==> config.mk <==
export PLATFORM = sky130hd
export DESIGN_NAME = rmq_front
export DESIGN_NICKNAME = d
export VERILOG_FILES = /design/src/rtl/rmq_pkg.sv /design/src/rtl/rmq_front.sv
export SDC_FILE = /design/constraint.sdc
export NUM_CORES = 1
export LEC_CHECK = 0
export ABC_AREA = 0
export BUFFER_PORTS_ARGS = -buffer_cell sky130_fd_sc_hd__buf_2
export CORE_MARGIN = 4
export CORE_UTILIZATION = 25
export DETAILED_ROUTE_END_ITERATION = 10
export GPL_ROUTABILITY_DRIVEN = 1
export GPL_TIMING_DRIVEN = 0
export SLEW_MARGIN = 20
export SYNTH_ARGS = -nofsm -noshare
export SYNTH_HDL_FRONTEND = slang
export SYNTH_SLANG_ARGS = --single-unit
==> constraint.sdc <==
create_clock -name vclk -period 41.5
set_input_delay 12.45 -clock vclk [all_inputs]
set_output_delay 12.45 -clock vclk [all_outputs]
set_load 0.1 [all_outputs]
==> src/rtl/rmq_pkg.sv <==
package rmq_pkg;

  // Matrix entry and quaternion component widths.
  localparam int unsigned M_W    = 16;
  localparam int unsigned D_W    = M_W + 1;   // sum or difference of two entries
  localparam int unsigned A_W    = M_W + 3;   // square-root argument, signed
  localparam int unsigned ARG_W  = 29;        // argument times 4096, unsigned
  localparam int unsigned ROOT_W = 15;        // rounded root fits in 15 bits
  localparam int unsigned REM_W  = 30;        // dividend and divider remainder
  localparam int unsigned NLANE  = 4;

  localparam logic signed [M_W-1:0] QONE = 16'sd16384;

  // Component lanes, in output order.
  localparam logic [1:0] LANE_X = 2'd0;
  localparam logic [1:0] LANE_Y = 2'd1;
  localparam logic [1:0] LANE_Z = 2'd2;
  localparam logic [1:0] LANE_W = 2'd3;

  // Classified item handed from the front part to the back part.
  typedef struct packed {
    logic                        bad;
    logic [1:0]                  idx;   // lane that takes the square root
    logic [ARG_W-1:0]            arg;   // zero when the argument is not positive
    logic [NLANE-1:0][D_W-1:0]   d;     // dividend per lane, signed
  } cls_t;

  typedef struct packed {
    logic                        bad;
    logic [NLANE-1:0][M_W-1:0]   q;     // x, y, z, w
  } res_t;

endpackage

==> src/rtl/rmq_front.sv <==
module rmq_front import rmq_pkg::*; (
  input  logic [M_W-1:0] m00, m01, m02,
  input  logic [M_W-1:0] m10, m11, m12,
  input  logic [M_W-1:0] m20, m21, m22,
  output cls_t           cls
);

  logic signed [A_W-1:0] e00, e01, e02, e10, e11, e12, e20, e21, e22;
  logic signed [A_W-1:0] trace, arg_s, aii, ajj, akk;
  logic [1:0]            sel;

  always_comb begin
    e00 = A_W'($signed(m00)); e01 = A_W'($signed(m01)); e02 = A_W'($signed(m02));
    e10 = A_W'($signed(m10)); e11 = A_W'($signed(m11)); e12 = A_W'($signed(m12));
    e20 = A_W'($signed(m20)); e21 = A_W'($signed(m21)); e22 = A_W'($signed(m22));
    trace = e00 + e11 + e22;

    // Largest diagonal entry, ties keep the lower index.
    sel = LANE_X;
    if (e11 > e00) sel = LANE_Y;
    if (e22 > ((sel == LANE_Y) ? e11 : e00)) sel = LANE_Z;

    aii = e00; ajj = e11; akk = e22;
    cls.d = '0;
    if (trace > 0) begin
      cls.idx = LANE_W;
      arg_s   = trace + A_W'(QONE);
      cls.d[LANE_X] = D_W'(e21 - e12);
      cls.d[LANE_Y] = D_W'(e02 - e20);
      cls.d[LANE_Z] = D_W'(e10 - e01);
    end else begin
      cls.idx = sel;
      unique case (sel)
        LANE_Y: begin
          aii = e11; ajj = e22; akk = e00;
          cls.d[LANE_W] = D_W'(e02 - e20);
          cls.d[LANE_Z] = D_W'(e21 + e12);
          cls.d[LANE_X] = D_W'(e01 + e10);
        end
        LANE_Z: begin
          aii = e22; ajj = e00; akk = e11;
          cls.d[LANE_W] = D_W'(e10 - e01);
          cls.d[LANE_X] = D_W'(e02 + e20);
          cls.d[LANE_Y] = D_W'(e12 + e21);
        end
        default: begin
          cls.d[LANE_W] = D_W'(e21 - e12);
          cls.d[LANE_Y] = D_W'(e10 + e01);
          cls.d[LANE_Z] = D_W'(e20 + e02);
        end
      endcase
      arg_s = aii - ajj - akk + A_W'(QONE);
    end

    cls.bad = (arg_s <= 0);
    cls.arg = cls.bad ? '0 : {arg_s[16:0], 12'd0};
  end

endmodule

==> impl_summary.log, run 1 <==
INFO  metric rsz0062_at_grt = no
INFO  metric critPathArrivalTime = 23.76 ns
INFO  metric dieWidth = 213 um
INFO  metric final_hold_violations = 0
INFO  metric post_synth_num_cell_types = 73
INFO  metric critical_path.endpoint_type = primary output
INFO  metric initial_antenna_violation_count = 4
INFO  metric number_of_buffers_added_for_setup_after_cts = 0
INFO  metric gpl.final_weighted_congestion = 0.953
INFO  metric synth-seq-area-share = 0
INFO  metric finalNonFillerCells = 2343
INFO  metric synth_top_family_by_area = adder cells
INFO  metric drt_first_pass_iters = 6
INFO  metric timing.critical_path.fanout_max = 10
INFO  metric areaGrowthSynthToFinish = 17.8%
INFO  metric share_of_final_layout_standard_cells_stronger_than_drive_strength_1 = 0.155
INFO  metric globalRouteTotalUtil = 0.198
INFO  metric critical-path-max-stage-delay = 0.79 ns
INFO  metric timing.setup.critical_path_class = input port to primary output
INFO  metric overflow = 0
INFO  metric first_pass_grt_wire_length = 69.6 mm
INFO  metric clock.fmax = 27.6 MHz
INFO  metric placement_rows = 74
INFO  metric cts.hold.buffers_added = 0
INFO  metric detailed_place_hpwl = 41.4 mm
INFO  metric synth-xor-area-share = 0.0866
INFO  metric crit_top_cell = sky130_fd_sc_hd__a21o_1
INFO  metric required = 29.05 ns
INFO  metric final-setup-viol-count = 0
INFO  metric min_period_over_period = 0.872
INFO  metric post_synth_and_or_nand_nor_area_fraction = 0.208
INFO  metric drt_drc_violations_left = 0
INFO  metric start_kind = input port
INFO  metric postSynthCellCount = 1565
INFO  metric regArea = 0 um2
INFO  metric synth.largest_area_cell = sky130_fd_sc_hd__ha_1
INFO  metric die_area = 45400 um2
INFO  metric synth_top_cell_area_share = 0.212
INFO  metric num_vias = 12.4k
INFO  metric final_layout_setup_total_negative_slack = 0 ns
INFO  metric chip_height = 213 um
INFO  metric drt_wl_total = 47.5 mm
INFO  metric worst_path_max_delay_cell = sky130_fd_sc_hd__a2111oi_0
INFO  metric dpl-instance-area = 12400 um2
INFO  metric clock_buffers = 0
INFO  metric synth-compound-area-share = 0.287
INFO  metric run_status = complete, no violations
INFO  metric grt_start_max_net_pins = 11
INFO  metric critical_path.startpoint = m00[9]
INFO  metric pin_count = 244
INFO  metric synthesis.area_per_instance = 6.72 um2
INFO  metric timing.final.crit_period = 36.21 ns
INFO  metric share_of_the_core_filled_with_cells_in_the_final_layout = 0.301
INFO  metric cp-endpoint = cls[83]
INFO  metric worstMarginPinSlew = 0.932 ns
INFO  metric vias_per_cell = 5.30
INFO  metric core_area = 41200 um2
INFO  metric cts-resized-gates = 0
INFO  metric final_nets = 2172
INFO  metric floorplan.initialDensity = 0.255
INFO  metric maxSlewHeadroom = 0.375
INFO  metric hp-class = input port to primary output
INFO  metric post_synth_fa_ha_maj_area_fraction = 0.288
INFO  metric mappedNetlistArea = 10500 um2
INFO  metric number_of_global_route_vias_before_repair = 11.9k
INFO  metric post_synth_mux_area_share = 0.0327
INFO  metric yosys_warnings = 0
INFO  metric placed_cells = 2340
INFO  metric number_of_input_and_output_port_buffers_inserted = 232
INFO  metric design.seq.count = 0
INFO  metric max_slew_violation_total_from_the_final_report = 0
INFO  metric post_synth_main_area_contributors = sky130_fd_sc_hd__ha_1, sky130_fd_sc_hd__fa_1, sky130_fd_sc_hd__nor2_1, sky130_fd_sc_hd__xnor2_1, sky130_fd_sc_hd__nand2_1
INFO  metric wire_length_per_cell = 20.3 um
INFO  metric final_antenna_net_count = 0
INFO  metric max-cap-violations = 0
INFO  metric final_design_area_no_fill = 12400 um2
INFO  metric drt_first_iter_violations = 1141
through the flow:
| step | setup WS [ns] | hold WS, ns |
|---|---|---|
| after global routing | 4.75 | 25.73 |
| after detailed placement | 5.65 | 25.68 |
| after floorplan | 6.83 | 25.56 |
| final | 5.29 | 25.74 |
| after CTS | 5.63 | 25.69 |
| after global placement | 5.62 | 25.72 |
worst min path at each step:
stage	slack (ns)	cells past startpoint	endpoint	start
floorplan	25.56	4	cls[17]	m01[0]
global placement	25.72	4	cls[34]	m01[0]
detailed placement	25.68	4	cls[34]	m01[0]
CTS	25.69	4	cls[34]	m01[0]
global route	25.73	4	cls[34]	m01[0]
finish	25.74	4	cls[34]	m01[0]
synth_stat cells, drive strengths merged, types with 9 or more instances:
| cell type | number |
|---|---|
| nor2 | 185 |
| ha | 178 |
| nand2 | 170 |
| inv | 157 |
| a21oi | 129 |
| o21ai | 85 |
| xnor2 | 76 |
| clkbuf | 63 |
| a31oi | 40 |
| fa | 40 |
| buf | 33 |
| a21o | 31 |
| mux2i | 31 |
| o21a | 31 |
| nor3 | 28 |
| xor2 | 28 |
| nand2b | 20 |
| a211oi | 18 |
| nand3 | 18 |
| nor2b | 18 |
| o22ai | 17 |
| o221ai | 15 |
| a221oi | 12 |
| o211ai | 10 |
| o31ai | 10 |
| or3 | 10 |
| o21bai | 9 |
worst max-delay path, delay by kind of cell:
kind | cells | cell delay (ns)
multiplexers | 1 | 0.33
AND/OR/NAND/NOR | 3 | 0.52
adder cells (fa/ha/maj) | 5 | 1.78
buffers and inverters | 7 | 2.62
AO/OA/AOI/OAI | 19 | 6.02
cell usage in the layout, fill, tap and decap left out, types with 31 or more instances in the layout:
cell,Yosys,final
sky130_fd_sc_hd__a21o_1,31,31
sky130_fd_sc_hd__buf_2,14,246
sky130_fd_sc_hd__o21ai_0,80,80
sky130_fd_sc_hd__inv_1,157,157
sky130_fd_sc_hd__fa_1,40,40
sky130_fd_sc_hd__mux2i_1,31,31
sky130_fd_sc_hd__clkbuf_1,63,63
sky130_fd_sc_hd__xnor2_1,76,76
sky130_fd_sc_hd__a31oi_1,40,40
sky130_fd_sc_hd__nor2_1,184,184
sky130_fd_sc_hd__o21a_1,31,31
sky130_fd_sc_hd__ha_1,178,178
sky130_fd_sc_hd__a21oi_1,127,127
sky130_fd_sc_hd__nand2_1,170,170
cell type report:
type,count,area (um2)
diodes,3,7.51
plain buffers,96,438
fillers,4569,28800
inverters,158,593
multi-input cells,1322,9530
well taps,532,666
repair buffers,232,1160
routing by layer:
| layer | track usage | share of wire | up-vias |
|---|---|---|---|
| met5 | 0 | 0.00015 | - |
| met4 | 0.0542 | 0.035 | 2 |
| met3 | 0.0281 | 0.089 | 70 |
| met2 | 0.342 | 0.46 | 629 |
| met1 | 0.259 | 0.42 | 5778 |
| li1 | - | - | 5936 |
kinds of logic (layout without fill, tap and decap cells):
family	count (synthesis)	in the layout
multiplexers	34	34
buffers and inverters	254	486
XOR/XNOR	104	104
AO/OA/AOI/OAI	459	459
other	1	15
AND/OR/NAND/NOR	495	495
adder cells (fa/ha/maj)	218	218
Power of run 1 is left out: the tool's default activity adds up to more than one toggle a clock period on the data nets, which glitch-free logic cannot reach.
==> run 2, diff against run 1 <==
--- a/config.mk
+++ b/config.mk
@@ -7,11 +7,14 @@
 export LEC_CHECK = 0
 export ABC_AREA = 0
 export BUFFER_PORTS_ARGS = -buffer_cell sky130_fd_sc_hd__buf_2
+export CELL_PAD_IN_SITES_DETAIL_PLACEMENT = 1
+export CELL_PAD_IN_SITES_GLOBAL_PLACEMENT = 2
 export CORE_MARGIN = 4
 export CORE_UTILIZATION = 25
 export DETAILED_ROUTE_END_ITERATION = 10
 export GPL_ROUTABILITY_DRIVEN = 1
 export GPL_TIMING_DRIVEN = 0
+export PLACE_DENSITY_LB_ADDON = 0.1
 export SLEW_MARGIN = 20
 export SYNTH_ARGS = -nofsm -noshare
 export SYNTH_HDL_FRONTEND = slang
==> run 2 against run 1 <==
Effect of this change: worst hold slack worse by 0.088 ns; critical path depth stayed put; cell count is 0.13% lower; via count is 3.0% lower; count of clock-buffer cells in the layout stayed put; core utilization hardly changed; cell area hardly changed; non-clock buffer count stayed put; die area stayed put; wire length is 9.1% higher; critical endpoint is now cls[94].
==> impl_summary.log, run 2 (same netlist as run 1, synthesis figures left out) <==
INFO  metric layout_common_cells = sky130_fd_sc_hd__buf_2, sky130_fd_sc_hd__nor2_1, sky130_fd_sc_hd__ha_1
INFO  metric timing.final.crit_period = 36.10 ns (-0.106 ns)
INFO  metric critical-path-max-stage-delay = 0.91 ns (+0.12 ns)
INFO  metric final_nets = 2172 (unchanged)
INFO  metric layout.cells.most_common = sky130_fd_sc_hd__buf_2
INFO  metric critical_path.endpoint_type = primary output
INFO  metric hp-class = input port to primary output
INFO  metric clock.fmax = 27.7 MHz (+0.29%)
INFO  metric placement_rows = 74 (unchanged)
INFO  metric number_of_input_and_output_port_buffers_inserted = 232 (unchanged)
INFO  metric wire_length_per_cell = 22.2 um (+9.3%)
INFO  metric cp-endpoint = cls[94]
INFO  metric clock_buffers = 0 (unchanged)
INFO  metric share_of_final_layout_standard_cells_stronger_than_drive_strength_1 = 0.155 (unchanged)
INFO  metric vias_per_cell = 5.15 (-2.9%)
INFO  metric chip_height = 213 um (unchanged)
INFO  metric final_hold_violations = 0 (unchanged)
INFO  metric rsz0062_at_grt = no
INFO  metric drt_wl_total = 51.8 mm (+9.1%)
INFO  metric detailed_place_hpwl = 45.6 mm (+10%)
INFO  metric worstMarginPinSlew = 1.03 ns (+0.100 ns)
INFO  metric drt_first_iter_violations = 576 (-50%)
INFO  metric timing.setup.critical_path_class = input port to primary output
INFO  metric worst_path_max_delay_cell = sky130_fd_sc_hd__a2111oi_0
INFO  metric cts.hold.buffers_added = 0 (unchanged)
INFO  metric critical_path.startpoint = m00[9]
INFO  metric final-setup-viol-count = 0 (unchanged)
INFO  metric initial_antenna_violation_count = 0 (-4)
INFO  metric timing.critical_path.fanout_max = 10 (unchanged)
INFO  metric floorplan.initialDensity = 0.255 (unchanged)
INFO  metric pin_count = 244 (unchanged)
INFO  metric drt_drc_violations_left = 0 (unchanged)
INFO  metric num_vias = 12.0k (-3.0%)
INFO  metric overflow = 0 (unchanged)
INFO  metric globalRouteTotalUtil = 0.220 (+0.0221)
INFO  metric multi_input_area = 9530 um2 (unchanged)
INFO  metric gpl.final_weighted_congestion = 0.911 (-4.4%)
INFO  metric final_antenna_net_count = 0 (unchanged)
INFO  metric drt_first_pass_iters = 5 (-1)
INFO  metric regArea = 0 um2 (unchanged)
INFO  metric core_area = 41200 um2 (unchanged)
INFO  metric maxSlewHeadroom = 0.307 (-0.0672)
INFO  metric areaGrowthSynthToFinish = 17.8% (about the same)
INFO  metric max-cap-violations = 0 (unchanged)
INFO  metric first_pass_grt_wire_length = 77.3 mm (+11%)
INFO  metric final_layout_setup_total_negative_slack = 0 ns (unchanged)
INFO  metric min_period_over_period = 0.870 (-0.00256)
INFO  metric run_status = complete, no violations
INFO  metric antennaDiodeCount = 0 (-3)
INFO  metric die_area = 45400 um2 (unchanged)
INFO  metric max_slew_violation_total_from_the_final_report = 0 (unchanged)
INFO  metric cts-resized-gates = 0 (unchanged)
INFO  metric number_of_global_route_vias_before_repair = 12.9k (+7.9%)
INFO  metric number_of_buffers_added_for_setup_after_cts = 0 (unchanged)
INFO  metric critPathArrivalTime = 23.65 ns (-0.11 ns)
INFO  metric nFillCells = 5341 (+17%)
INFO  metric start_kind = input port
INFO  metric required = 29.05 ns (about the same)
INFO  metric dieWidth = 213 um (unchanged)
INFO  metric design.seq.count = 0 (unchanged)
INFO  metric grt_start_max_net_pins = 11 (unchanged)
## run 2: cell count changes in the layout (fill, tap and decap cells not counted), sizes merged
cell and delta:
diode -3
## run 2: final cells by class
type	count	area share
inverter	158	0.0479
timing repair buffer	232	0.0937
buffer	96	0.0354
tap	532	0.0537
multi-input combinational	1322	0.769
## run 2: worst max-delay path, delay by kind of cell
family / cells / cell delay [ns]
simple gates: 5 / 1.06
compound gates: 17 / 5.57
mux: 1 / 0.22
fa+ha+maj: 5 / 1.85
buf+inv: 7 / 2.46
## run 2: routing by layer
layer  vias to the layer above  track usage  wire length (um)
li1                       5913            -                 -
met1                      5835        0.275             22500
met2                       259        0.421             26500
met3                        36      0.00852              1580
met4                         0       0.0438              1300
met5                         -            0                 0
## run 2: how the worst min path moves through the flow
stage	startpoint	endpoint	slack [ns]	cells past startpoint
after floorplan	m01[0]	cls[17]	25.56	4
after global placement	m01[0]	cls[34]	25.68	4
after detailed placement	m01[0]	cls[34]	25.65	4
after CTS	m01[0]	cls[34]	25.66	4
after global routing	m12[0]	cls[0]	25.72	4
final	m01[0]	cls[34]	25.65	4
## run 2: metrics by stage
step / utilization / hold WS, ns / instance area, um2 / cells / setup WS, ns
finish: 0.301 / 25.65 / 12400 / 2340 / 5.40
detailed placement: 0.301 / 25.65 / 12400 / 2340 / 5.56
CTS: 0.301 / 25.66 / 12400 / 2340 / 5.51
global placement: 0.301 / 25.68 / 12400 / 2340 / 5.64
global route: 0.301 / 25.72 / 12400 / 2340 / 4.53
floorplan: - / 25.56 / 10600 / 1576 / 6.83
Power of run 2 is left out for the same reason.
