`src/rtl/rmq_pkg.sv`:
```
package rmq_pkg;

  // Matrix entry and quaternion component widths.
  localparam int unsigned M_W    = 16;
  localparam int unsigned D_W    = M_W + 1;   // sum or difference of two entries
  localparam int unsigned A_W    = M_W + 3;   // square-root argument, signed
  localparam int unsigned ARG_W  = 29;        // argument times 4096, unsigned
  localparam int unsigned ROOT_W = 15;        // rounded root fits in 15 bits
  localparam int unsigned REM_W  = 30;        // dividend and divider remainder
  localparam int unsigned NLANE  = 4;

  localparam logic signed [M_W-1:0] QONE = 16'sd16384;

  // Component lanes, in output order.
  localparam logic [1:0] LANE_X = 2'd0;
  localparam logic [1:0] LANE_Y = 2'd1;
  localparam logic [1:0] LANE_Z = 2'd2;
  localparam logic [1:0] LANE_W = 2'd3;

  // Classified item handed from the front part to the back part.
  typedef struct packed {
    logic                        bad;
    logic [1:0]                  idx;   // lane that takes the square root
    logic [ARG_W-1:0]            arg;   // zero when the argument is not positive
    logic [NLANE-1:0][D_W-1:0]   d;     // dividend per lane, signed
  } cls_t;

  typedef struct packed {
    logic                        bad;
    logic [NLANE-1:0][M_W-1:0]   q;     // x, y, z, w
  } res_t;

endpackage

```
`src/rtl/rmq_fifo.sv`:
```
module rmq_fifo import rmq_pkg::*; #(
  parameter int unsigned WIDTH = 8,
  parameter int unsigned DEPTH = 2
) (
  input  logic             clk,
  input  logic             rst_n,
  input  logic             push,
  input  logic [WIDTH-1:0] wr_data,
  output logic             full,
  input  logic             pop,
  output logic [WIDTH-1:0] rd_data,
  output logic             empty
);

  localparam int unsigned PW = (DEPTH > 1) ? $clog2(DEPTH) : 1;
  localparam int unsigned CW = $clog2(DEPTH + 1);

  logic [WIDTH-1:0] mem_r [DEPTH];
  logic [PW-1:0]    wr_ptr_r, rd_ptr_r;
  logic [CW-1:0]    cnt_r, cnt_nxt;
  logic             do_push, do_pop;

  assign full    = (cnt_r == CW'(DEPTH));
  assign empty   = (cnt_r == '0);
  assign do_push = push & ~full;
  assign do_pop  = pop & ~empty;
  assign rd_data = mem_r[rd_ptr_r];

  always_comb begin
    cnt_nxt = cnt_r;
    if (do_push && !do_pop) begin
      cnt_nxt = cnt_r + CW'(1);
    end else if (do_pop && !do_push) begin
      cnt_nxt = cnt_r - CW'(1);
    end
  end

  always_ff @(posedge clk) begin
    if (!rst_n) begin
      wr_ptr_r <= '0;
      rd_ptr_r <= '0;
      cnt_r    <= '0;
    end else begin
      cnt_r <= cnt_nxt;
      if (do_push) begin
        wr_ptr_r <= (wr_ptr_r == PW'(DEPTH - 1)) ? '0 : wr_ptr_r + PW'(1);
      end
      if (do_pop) begin
        rd_ptr_r <= (rd_ptr_r == PW'(DEPTH - 1)) ? '0 : rd_ptr_r + PW'(1);
      end
    end
  end

  always_ff @(posedge clk) begin
    if (do_push) begin
      mem_r[wr_ptr_r] <= wr_data;
    end
  end

endmodule

```
`config.mk`:
```
export PLATFORM = sky130hd
export DESIGN_NAME = rmq_fifo
export DESIGN_NICKNAME = d
export VERILOG_FILES = /design/src/rtl/rmq_pkg.sv /design/src/rtl/rmq_fifo.sv
export SDC_FILE = /design/constraint.sdc
export NUM_CORES = 1
export LEC_CHECK = 0
export BUFFER_PORTS_ARGS = -buffer_cell sky130_fd_sc_hd__buf_2
export CELL_PAD_IN_SITES_DETAIL_PLACEMENT = 0
export CELL_PAD_IN_SITES_GLOBAL_PLACEMENT = 1
export CORE_MARGIN = 8
export CORE_UTILIZATION = 43
export CTS_CLUSTER_DIAMETER = 50
export DETAILED_ROUTE_END_ITERATION = 8
export GPL_TIMING_DRIVEN = 0
export PLACE_DENSITY = 0.88
export SKIP_LAST_GASP = 1
export SYNTH_ARGS = -nofsm -noshare
export SYNTH_HDL_FRONTEND = slang
export SYNTH_SLANG_ARGS = --single-unit
```
`constraint.sdc`:
```
create_clock -name clk -period 2.5 [get_ports clk]
set_input_delay 0.125 -clock clk [delete_from_list [all_inputs] [get_ports clk]]
set_output_delay 0.125 -clock clk [all_outputs]
set_load 0.02 [all_outputs]
```
==> reports/results.tsv, run 1 <==
stage	metric	value	unit
place	Placed Cells	96	
logic_synthesis	Synth area leaders	edfxtp_1 59%, dfxtp_1 12%, mux2_2 11%	
finish	post-layout util	60.3	%
clock_tree	Sink Count	21	
power_and_ir_drop	Clk pwr share	15.5	%
power_and_ir_drop	NetSw	0.324	mW
finish	commonest cells after routing, fill and taps aside	22 x buf_2, 16 x edfxtp_1, 8 x mux2_2, 8 x dlygate4sd3_1, 5 x dfxtp_1	
floorplanning	Ports	22	
clock_tree	# H-tree levels	1	
floorplanning	die width	59.4	um
clock_tree	post-CTS sizing	0	
clock_tree	Clock Root Buffer	clkbuf_4	
worst_hold_path	Hold Startpoint	rst_n	
global_route	global-route wire length before repair	2.02	mm
global_route	vias in the first global route	468	
worst_hold_path	Hold EP	wr_ptr_r$_SDFFE_PN0P_	
logic_synthesis	Post-Syn Area	810	um^2
critical_path	critical-path cell list	nand2b_1 > inv_2 > nor2_1 > ha_1 > or3_1 > a21boi_1	
drt	WL final	1.40	mm
finish	layout cells sized above 1	42.2	%
floorplanning	Core Rows	15	
power_and_ir_drop	Flop pwr share	47.7	%
critical_path	Critical Path RT	2.73	ns
place	Place WS	0.906	ns
drt	DR pass1 iterations	4	
logic_synthesis	Syn Inst Count	50	
power_and_ir_drop	Cell Pwr Density	946	nW/um^2
floorplanning	Die Y	59.4	um
drt	Vias	490	
power_and_ir_drop	LEAKAGE	0.418	nW
power_and_ir_drop	internal power	0.671	mW
worst_hold_path	Worst Hold Path Cells	2	
flow_run	Max Cap Viol	0	
global_route	largest net degree at the start of global routing	12	
sta	worst slew pin tran	0.732	ns
sta	Slew headroom	51.0	%
drt	antenna viol nets, final	0	
critical_path	Critical Path Source	cnt_r[0]$_SDFFE_PN0P_	
logic_synthesis	Post-Synth Adder-Cell Area	1.55	%
finish	commonest non-fill, non-tap cell in the layout	buf_2	
logic_synthesis	Warnings, synthesis	0	
clock_tree	clock latency on the worst-skew pair	0.29	ns
critical_path	RR Startpoint	cnt_r[0]$_SDFFE_PN0P_	
clock_tree	CTS tree	built	
worst_hold_path	Hold Crit Class	primary input to flop	
sta	worst setup margin	0.888	ns
critical_path	R2R depth	6	
critical_path	r2r endpoint	cnt_r[1]$_SDFFE_PN0P_	
logic_synthesis	synthesized flop and latch total	21	
sta	post-route minimum period	1.61	ns
sta	Layout Skew	0.000583	ns
drt	Vias/cell	4.54	
sta	Slew Viols, Final	0	
finish	fin area	1050	um^2
critical_path	Max FO, Critical Path	5	
logic_synthesis	Synth Area per Inst	16.2	um^2
sta	final setup fails	0	
logic_synthesis	sequential area share after synthesis	71.7	%
finish	fin cells	108	
place	Placer Congestion	0.665	
critical_path	CP max-delay cell	dfxtp_1	
finish	Ant. Diodes	0	
logic_synthesis	simple-gate share of the synthesized area	6.80	%
sta	fmax	620	MHz
global_route	initial antenna violation count	0	
critical_path	CP arrival	1.84	ns
clock_tree	hold-fix buffers at CTS	0	
power_and_ir_drop	Switching Fraction	32.6	%
place	Placement Cell Area	946	um^2
floorplanning	die footprint	3530	um^2
sta	RSZ-0062 raised after global routing	false	
critical_path	CP Class	flop to flop	
drt	wire per inst	12.9	um
floorplanning	core box area	1750	um^2
critical_path	Worst Setup Start Kind	flop	
power_and_ir_drop	Comb pwr share	36.8	%
sta	Final Hold Fails	0	
clock_tree	CTS buffer count	3	
finish	final-stage net count	97	
finish	area grow syn2layout	30.0	%
logic_synthesis	Synth Area in Compound Gates	4.02	%
global_route	GRT overflow	0	
critical_path	Worst setup EP type	flop	
logic_synthesis	Post-Syn Nets	63	
logic_synthesis	mux cell area share after synthesis	11.1	%
outcome	status	completed	
clock_tree	setup bufs post-CTS	0	
sta	Tcrit/Tclk final	64.5	%
power_and_ir_drop	Max IR drop VDD	0.584	mV
clock_tree	Max clock buf depth	2	
logic_synthesis	XOR/XNOR Fraction of Synth Area	3.25	%
place	PortBufs	21	
critical_path	CP max stage delay	0.44	ns
logic_synthesis	largest family of logic cells by synthesized area	multiplexers	
logic_synthesis	Cell variety after synth	20	
sta	Setup TNS	0	ns
drt	starting DRC count in detailed routing	7	
place	HPWL after DPL	1.04	mm
global_route	GR Util All Layers	8.21	%
logic_synthesis	area share of the largest cell type after synthesis	59.4	%
floorplanning	Starting Density	46.4	%
clock_tree	Reg clk slew, reported paths	0.11	ns
drt	DRC violations left	0	
critical_path	FF-to-FF setup slack	0.89	ns
logic_synthesis	Synth area leader	edfxtp_1	
## power by group through the flow
stage | logic [mW] | registers [mW] | clock network [mW]
final | 0.366 | 0.475 | 0.154
after detailed placement | 0.361 | 0.485 | 0
after global routing | 0.402 | 0.485 | 0.178
after global placement | 0.356 | 0.480 | 0
after floorplan | 0.267 | 0.476 | 0
after CTS | 0.364 | 0.476 | 0.161
## how the worst max path moves through the flow
| stage | endpoint | slack, ns |
|---|---|---|
| after floorplan | cnt_r[1]$_SDFFE_PN0P_ | 0.97 |
| after detailed placement | cnt_r[1]$_SDFFE_PN0P_ | 0.91 |
| final | cnt_r[1]$_SDFFE_PN0P_ | 0.89 |
| after global placement | cnt_r[1]$_SDFFE_PN0P_ | 0.94 |
| after CTS | cnt_r[1]$_SDFFE_PN0P_ | 0.88 |
| after global routing | cnt_r[1]$_SDFFE_PN0P_ | 0.73 |
## layout make-up
cell class	count	area, um^2
multi-input combinational	26	216
timing repair buffer	29	185
inverter	2	7.51
sequential	21	581
tap	25	31.3
buffer	1	5.00
fill	140	693
clock buffer	4	26.3
## logic make-up (layout without fill, tap and decap cells)
logic type               after synthesis  in the layout
buffers and inverters                  3             36
AND/OR/NAND/NOR                        9              9
multiplexers                           8              8
adder cells (fa/ha/maj)                1              1
AO/OA/AOI/OAI                          5              5
flip-flops                            21             21
XOR/XNOR                               3              3
## flip-flops by register name, indices dropped and copies added (netlist names), named ones only
register,count
mem_r,16
wr_ptr_r,1
cnt_r,2
rd_ptr_r,1
## critical path, delay by kind of cell, from the launching register on
family / cells / cell delay [ns]
adders and majority gates: 1 / 0.27
DFF: 1 / 0.44
and+or+nand+nor: 3 / 0.64
buffers and inverters: 1 / 0.06
AOI/OAI and AO/OA: 1 / 0.13
## cells in the mapped netlist
| cell | n |
|---|---|
| inv_2 | 1 |
| mux2_2 | 8 |
| xnor2_1 | 2 |
| and2_1 | 3 |
| ha_1 | 1 |
| o21ai_0 | 1 |
| o21a_1 | 1 |
| buf_2 | 1 |
| nand2b_1 | 1 |
| edfxtp_1 | 16 |
| dfxtp_1 | 5 |
| a21boi_0 | 1 |
| a21boi_1 | 1 |
| nor2_1 | 2 |
| xor2_1 | 1 |
| or3_1 | 1 |
| inv_1 | 1 |
| o21ai_1 | 1 |
| nor3_2 | 1 |
| and3_1 | 1 |
## layer usage
metal | share of wire [%] | GRT usage [%] | routed length, um | up-vias
li1 | - | - | - | 247
met1 | 41 | 7.54 | 571 | 228
met2 | 51 | 13.4 | 713 | 13
met3 | 7.1 | 4.34 | 99 | 2
met4 | 0.86 | 6.14 | 12 | 0
met5 | 0 | 0 | 0 | -
## through the flow
step,hold slack (ns),total power [mW]
2_1_floorplan,0.224,0.743
6_report,0.0909,0.995
4_1_cts,0.00156,1.00
5_1_grt,0.0675,1.07
3_3_place_gp,0.313,0.836
3_5_place_dp,0.317,0.846
Note: power is estimated with default switching activity, not from simulation.
==> run 2: changes to the inputs <==
--- a/config.mk
+++ b/config.mk
@@ -9,11 +9,11 @@
 export CELL_PAD_IN_SITES_DETAIL_PLACEMENT = 0
 export CELL_PAD_IN_SITES_GLOBAL_PLACEMENT = 1
 export CORE_MARGIN = 8
-export CORE_UTILIZATION = 43
+export CORE_UTILIZATION = 40
 export CTS_CLUSTER_DIAMETER = 50
 export DETAILED_ROUTE_END_ITERATION = 8
 export GPL_TIMING_DRIVEN = 0
-export PLACE_DENSITY = 0.88
+export PLACE_DENSITY = 0.83
 export SKIP_LAST_GASP = 1
 export SYNTH_ARGS = -nofsm -noshare
 export SYNTH_HDL_FRONTEND = slang
==> constraint.sdc (replaced) <==
create_clock -name clk -period 1.52 [get_ports clk]
set_input_delay 0.076 -clock clk [delete_from_list [all_inputs] [get_ports clk]]
set_output_delay 0.076 -clock clk [all_outputs]
set_load 0.02 [all_outputs]
==> run 2 against run 1 <==
Sequential cell count stayed put. Via count grew 1.2%. Cell count grew 3.7%.
==> reports/results.tsv, run 2 (synthesis results as in run 1) <==
stage	metric	value	unit
sta	final setup fails	0	
global_route	largest net degree at the start of global routing	13	
power_and_ir_drop	Max IR drop VDD	1.16	mV
sta	post-route minimum period	1.49	ns
clock_tree	Sink Count	21	
sta	worst slew pin tran	0.680	ns
clock_tree	Max clock buf depth	2	
flow_run	Max Cap Viol	0	
drt	antenna viol nets, final	0	
finish	commonest cells after routing, fill and taps aside	22 x buf_2, 16 x edfxtp_1, 8 x mux2_2, 8 x dlygate4sd3_1	
drt	Vias	496	
place	Placed Cells	98	
finish	FF+latch area	586	um^2
place	PortBufs	21	
finish	commonest non-fill, non-tap cell in the layout	buf_2	
sta	Slew Viols, Final	0	
global_route	GR Util All Layers	8.26	%
sta	fmax	670	MHz
floorplanning	Starting Density	41.7	%
critical_path	Max FO, Critical Path	5	
global_route	global-route wire length before repair	2.21	mm
sta	Layout Skew	0.0109	ns
finish	fillers	166	
critical_path	CP max stage delay	0.37	ns
clock_tree	CTS tree	built	
drt	starting DRC count in detailed routing	9	
outcome	status	completed	
drt	wire per inst	12.5	um
floorplanning	Die Y	61.0	um
drt	DRC violations left	0	
finish	final-stage net count	99	
place	Placer Congestion	0.665	
finish	area grow syn2layout	35.7	%
drt	DR pass1 iterations	4	
global_route	GRT overflow	0	
sta	Slew headroom	54.4	%
worst_hold_path	Hold Crit Class	primary input to flop	
clock_tree	CTS buffer count	3	
floorplanning	Ports	22	
sta	Tcrit/Tclk final	98.3	%
critical_path	Worst Setup Start Kind	flop	
critical_path	Worst setup EP type	flop	
finish	Top reg by flops	mem_r	
clock_tree	clock latency on the worst-skew pair	0.29	ns
finish	Ant. Diodes	0	
critical_path	critical-path cell list	o21ai_1 > ha_4 > or3_1 > a21boi_1	
drt	WL final	1.40	mm
clock_tree	# H-tree levels	1	
critical_path	Critical Path RT	1.74	ns
critical_path	CP Class	flop to flop	
critical_path	CP arrival	1.71	ns
finish	Regs by FF count	mem_r x16, cnt_r x2	
finish	fin cells	112	
finish	max reg flops	16	
sta	Setup TNS	0	ns
global_route	initial antenna violation count	0	
critical_path	CP max-delay cell	dfxtp_4	
floorplanning	die width	61.0	um
sta	RSZ-0062 raised after global routing	true	
place	HPWL after DPL	992	um
floorplanning	die footprint	3720	um^2
power_and_ir_drop	Cell Pwr Density	1570	nW/um^2
floorplanning	Core Rows	16	
drt	Vias/cell	4.43	
floorplanning	core box area	1940	um^2
finish	area of the multi-input gates	239	um^2
global_route	vias in the first global route	524	
clock_tree	Clock Root Buffer	clkbuf_4	
finish	layout cells sized above 1	50.6	%
sta	Final Hold Fails	0	
clock_tree	Reg clk slew, reported paths	0.11	ns
power_and_ir_drop	LEAKAGE	0.436	nW
[run 2: cell count changes in the layout (fill, tap and decap cells not counted)]
cell and change:
buf_4 +2, dfxtp_1 -2, clkbuf_1 -1, clkinv_2 +1
dfxtp_2 +1, dfxtp_4 +1, ha_1 -1, ha_4 +1
nand2b_1 -1, nand2b_4 +1, nor2_1 -1, nor2_2 +1
[run 2: per-layer routing]
layer  share of wire [%]  wire [um]  up-vias  GRT usage [%]
li1                    -          -      252              -
met1                  43        610      229           9.51
met2                  50        704       13           13.0
met3                 5.3         75        2           2.75
met4                0.93         13        0           4.98
met5                   0          0        -              0
[run 2: final cells by class]
cell class | count | share of cell area [%]
plain buffers | 1 | 0.456
clock buffers | 3 | 2.05
clock inverters | 1 | 0.456
inverters | 2 | 0.683
multi-input cells | 26 | 21.8
flip-flops and latches | 21 | 53.3
well taps | 27 | 3.08
repair buffers | 31 | 18.2
[run 2: final timing paths]
path	startpoint	to	slack, ns	depth (start not counted)
max	cnt_r[0]$_SDFFE_PN0P_	cnt_r[1]$_SDFFE_PN0P_	0.03	4
min	rst_n	flop	0.04	2
max reg2reg	cnt_r[0]$_SDFFE_PN0P_	cnt_r[1]$_SDFFE_PN0P_	0.03	4
min reg2reg	cnt_r[1]$_SDFFE_PN0P_	cnt_r[1]$_SDFFE_PN0P_	0.53	2
[run 2: what timing repair did]
action	4_1_cts	5_1_grt
pin swaps	1	1
resized for setup	2	4
endpoints found under the hold margin	16	0
cloned	0	0
setup endpoints to repair	9	9
setup buffers	0	2
hold buffers	8	0
[run 2: per-stage QoR]
stage	power, mW	instance area, um^2	setup slack [ns]	hold slack [ns]	utilization [%]
2_1_floorplan	1.24	817	0.0203	0.175	-
3_3_place_gp	1.39	956	-0.0296	0.264	49.2
3_5_place_dp	1.41	956	-0.0456	0.267	49.2
4_1_cts	1.68	1070	0.00515	0.0335	55.0
5_1_grt	1.84	1100	-0.0451	0.0382	56.6
6_report	1.72	1100	0.0264	0.0385	56.6
[run 2: critical path, delay by kind of cell, from the launching register on]
family / cells / cell delay, ns
AOI/OAI and AO/OA: 2 / 0.42
DFF: 1 / 0.37
and+or+nand+nor: 1 / 0.34
adders and majority gates: 1 / 0.27
[run 2: power by group]
group | internal, mW | switching [mW]
Sequential | 0.741 | 0.0519
Clock | 0.0977 | 0.150
Combinational | 0.325 | 0.356
Total | 1.16 | 0.559
==> run 3: changes to the inputs <==
--- a/config.mk
+++ b/config.mk
@@ -9,11 +9,11 @@
 export CELL_PAD_IN_SITES_DETAIL_PLACEMENT = 0
 export CELL_PAD_IN_SITES_GLOBAL_PLACEMENT = 1
 export CORE_MARGIN = 8
-export CORE_UTILIZATION = 40
+export CORE_UTILIZATION = 36
 export CTS_CLUSTER_DIAMETER = 50
 export DETAILED_ROUTE_END_ITERATION = 8
 export GPL_TIMING_DRIVEN = 0
-export PLACE_DENSITY = 0.83
+export PLACE_DENSITY = 0.8
 export SKIP_LAST_GASP = 1
 export SYNTH_ARGS = -nofsm -noshare
 export SYNTH_HDL_FRONTEND = slang
==> constraint.sdc (replaced) <==
create_clock -name clk -period 1.22 [get_ports clk]
set_input_delay 0.061 -clock clk [delete_from_list [all_inputs] [get_ports clk]]
set_output_delay 0.061 -clock clk [all_outputs]
set_load 0.02 [all_outputs]
==> run 3 against run 2 <==
The flow now finishes with violations (negative setup slack). Die area is 8.1% higher. Via count is 6.5% higher. Sequential cell count unchanged. Clock skew about the same. Critical path type unchanged. Critical endpoint unchanged. Largest power group is now combinational logic. Highest routed layer unchanged.
==> reports/results.tsv, run 3 (synthesis results as in run 1) <==
stage	metric	value	unit
place	HPWL after DPL	978	um
clock_tree	Reg clk slew, reported paths	0.11	ns
global_route	largest net degree at the start of global routing	12	
finish	Regs by FF count	mem_r x16, cnt_r x2	
clock_tree	Clock Root Buffer	clkbuf_4	
drt	DRC violations left	0	
critical_path	Buf/Inv on CP	1	
critical_path	Worst Setup Start Kind	flop	
finish	Ant. Diodes	0	
power_and_ir_drop	Max IR drop VDD	1.34	mV
critical_path	Worst path top cell family by delay	simple AND/OR/NAND/NOR gates	
global_route	GR Util All Layers	7.97	%
drt	WL final	1.57	mm
global_route	GRT overflow	0	
critical_path	CP Class	flop to flop	
drt	Vias	528	
finish	max reg flops	16	
clock_tree	clock latency on the worst-skew pair	0.29	ns
global_route	global-route wire length before repair	2.64	mm
critical_path	Worst setup EP type	flop	
floorplanning	Die Y	63.4	um
sta	Slew headroom	87.1	%
finish	area grow syn2layout	56.1	%
sta	fmax	711	MHz
floorplanning	core box area	2170	um^2
global_route	vias in the first global route	588	
place	PortBufs	21	
sta	worst slew pin tran	0.192	ns
power_and_ir_drop	Final Power	2.57	mW
outcome	failing checks	negative setup slack	
sta	RSZ-0062 raised after global routing	true	
finish	Top reg by flops	mem_r	
finish	layout cells sized above 1	55.6	%
drt	wire per inst	13.3	um
place	Placer Congestion	0.643	
critical_path	Critical Path RT	1.45	ns
drt	antenna viol nets, final	0	
clock_tree	CTS tree	built	
floorplanning	Ports	22	
sta	Layout Skew	0.0107	ns
sta	Setup TNS	-1.88	ns
power_and_ir_drop	Cell Pwr Density	2030	nW/um^2
sta	WHS	0.0323	ns
clock_tree	Sink Count	21	
drt	DR pass1 iterations	2	
sta	worst setup margin	-0.187	ns
finish	commonest non-fill, non-tap cell in the layout	edfxtp_1	
finish	commonest cells after routing, fill and taps aside	16 x edfxtp_1, 12 x buf_2, 12 x buf_6	
power_and_ir_drop	LEAKAGE	0.511	nW
global_route	initial antenna violation count	0	
sta	Final Hold Fails	0	
sta	post-route minimum period	1.41	ns
floorplanning	die footprint	4020	um^2
floorplanning	die width	63.4	um
sta	Slew Viols, Final	0	
clock_tree	# H-tree levels	1	
sta	final setup fails	26	
drt	starting DRC count in detailed routing	12	
flow_run	Max Cap Viol	0	
critical_path	Max FO, Critical Path	3	
drt	Vias/cell	4.47	
critical_path	critical-path cell list	nand2b_4 > inv_4 > nor2_4 > ha_4 > xor2_1 > or3_1 > a21boi_1	
finish	final-stage net count	104	
clock_tree	CTS buffer count	3	
critical_path	CP arrival	1.63	ns
clock_tree	Max clock buf depth	2	
outcome	status	finished, violations left	
critical_path	CP max stage delay	0.37	ns
sta	Tcrit/Tclk final	115	%
floorplanning	Core Rows	17	
floorplanning	Starting Density	37.3	%
worst_hold_path	Hold Crit Class	primary input to flop	
critical_path	CP max-delay cell	dfxtp_4	
run 3: cell count changes in the layout (fill, tap and decap cells not counted), moves of 2 or more:
cell / before / now
mux2_2: 8 / 0
buf_4: 2 / 4
buf_2: 22 / 12
mux2_4: 0 / 8
buf_6: 0 / 12
run 3: timing repair:
item | in CTS | in global routing
hold buffers | 8 | 0
endpoints found under the setup margin | 27 | 28
setup buffers | 6 | 1
pin swaps | 4 | 1
gates resized for setup | 39 | 2
hold endpoints to repair | 16 | 0
run 3: worst register-to-register path, stage by stage (launching register included):
cell and delay, ns:
dfxtp_4 0.37, nand2b_4 0.15, inv_4 0.06, nor2_4 0.04, ha_4 0.16, xor2_1 0.14, or3_1 0.30, a21boi_1 0.13
run 3: cell type report:
type,count,area (um^2)
fillers,170,906
flip-flops and latches,21,587
clock buffers,4,26.3
multi-input cells,26,285
repair buffers,36,305
inverters,2,10.0
plain buffers,1,15.0
well taps,28,35.0
run 3: per-stage QoR:
step | utilization (%) | setup WS [ns] | instance area [um^2] | std cells
after floorplan | - | -0.188 | 823 | 50
after global placement | 44.4 | -0.246 | 963 | 99
after detailed placement | 44.4 | -0.245 | 963 | 99
after CTS | 57.6 | -0.181 | 1250 | 117
after global routing | 58.2 | -0.242 | 1260 | 118
final | 58.2 | -0.187 | 1260 | 118
run 3: report_power, final:
| part | switching, mW | total [mW] | internal [mW] | leakage, nW |
|---|---|---|---|---|
| Sequential | 0.0769 | 1.00 | 0.926 | 0.192 |
| Clock | 0.186 | 0.313 | 0.127 | 0.0150 |
| Combinational | 0.545 | 1.26 | 0.710 | 0.304 |
| Total | 0.808 | 2.57 | 1.76 | 0.511 |
run 3: path summary, 6_finish.rpt:
kind,from,endpoint,slack (ns),cells after the start
worst max-delay path,cnt_r[0]$_SDFFE_PN0P_,cnt_r[1]$_SDFFE_PN0P_,-0.19,7
worst min-delay path,rst_n,wr_ptr_r$_SDFFE_PN0P_,0.03,2
worst max register to register,cnt_r[0]$_SDFFE_PN0P_,cnt_r[1]$_SDFFE_PN0P_,-0.19,7
worst min register to register,cnt_r[1]$_SDFFE_PN0P_,cnt_r[1]$_SDFFE_PN0P_,0.56,2
run 3: metal layers:
layer | vias up | wire [um] | GRT usage, %
met3 | 2 | 104 | 3.53
li1 | 264 | - | -
met2 | 16 | 794 | 12.7
met1 | 246 | 670 | 9.16
met4 | 0 | 4 | 3.06
met5 | - | 0 | 0
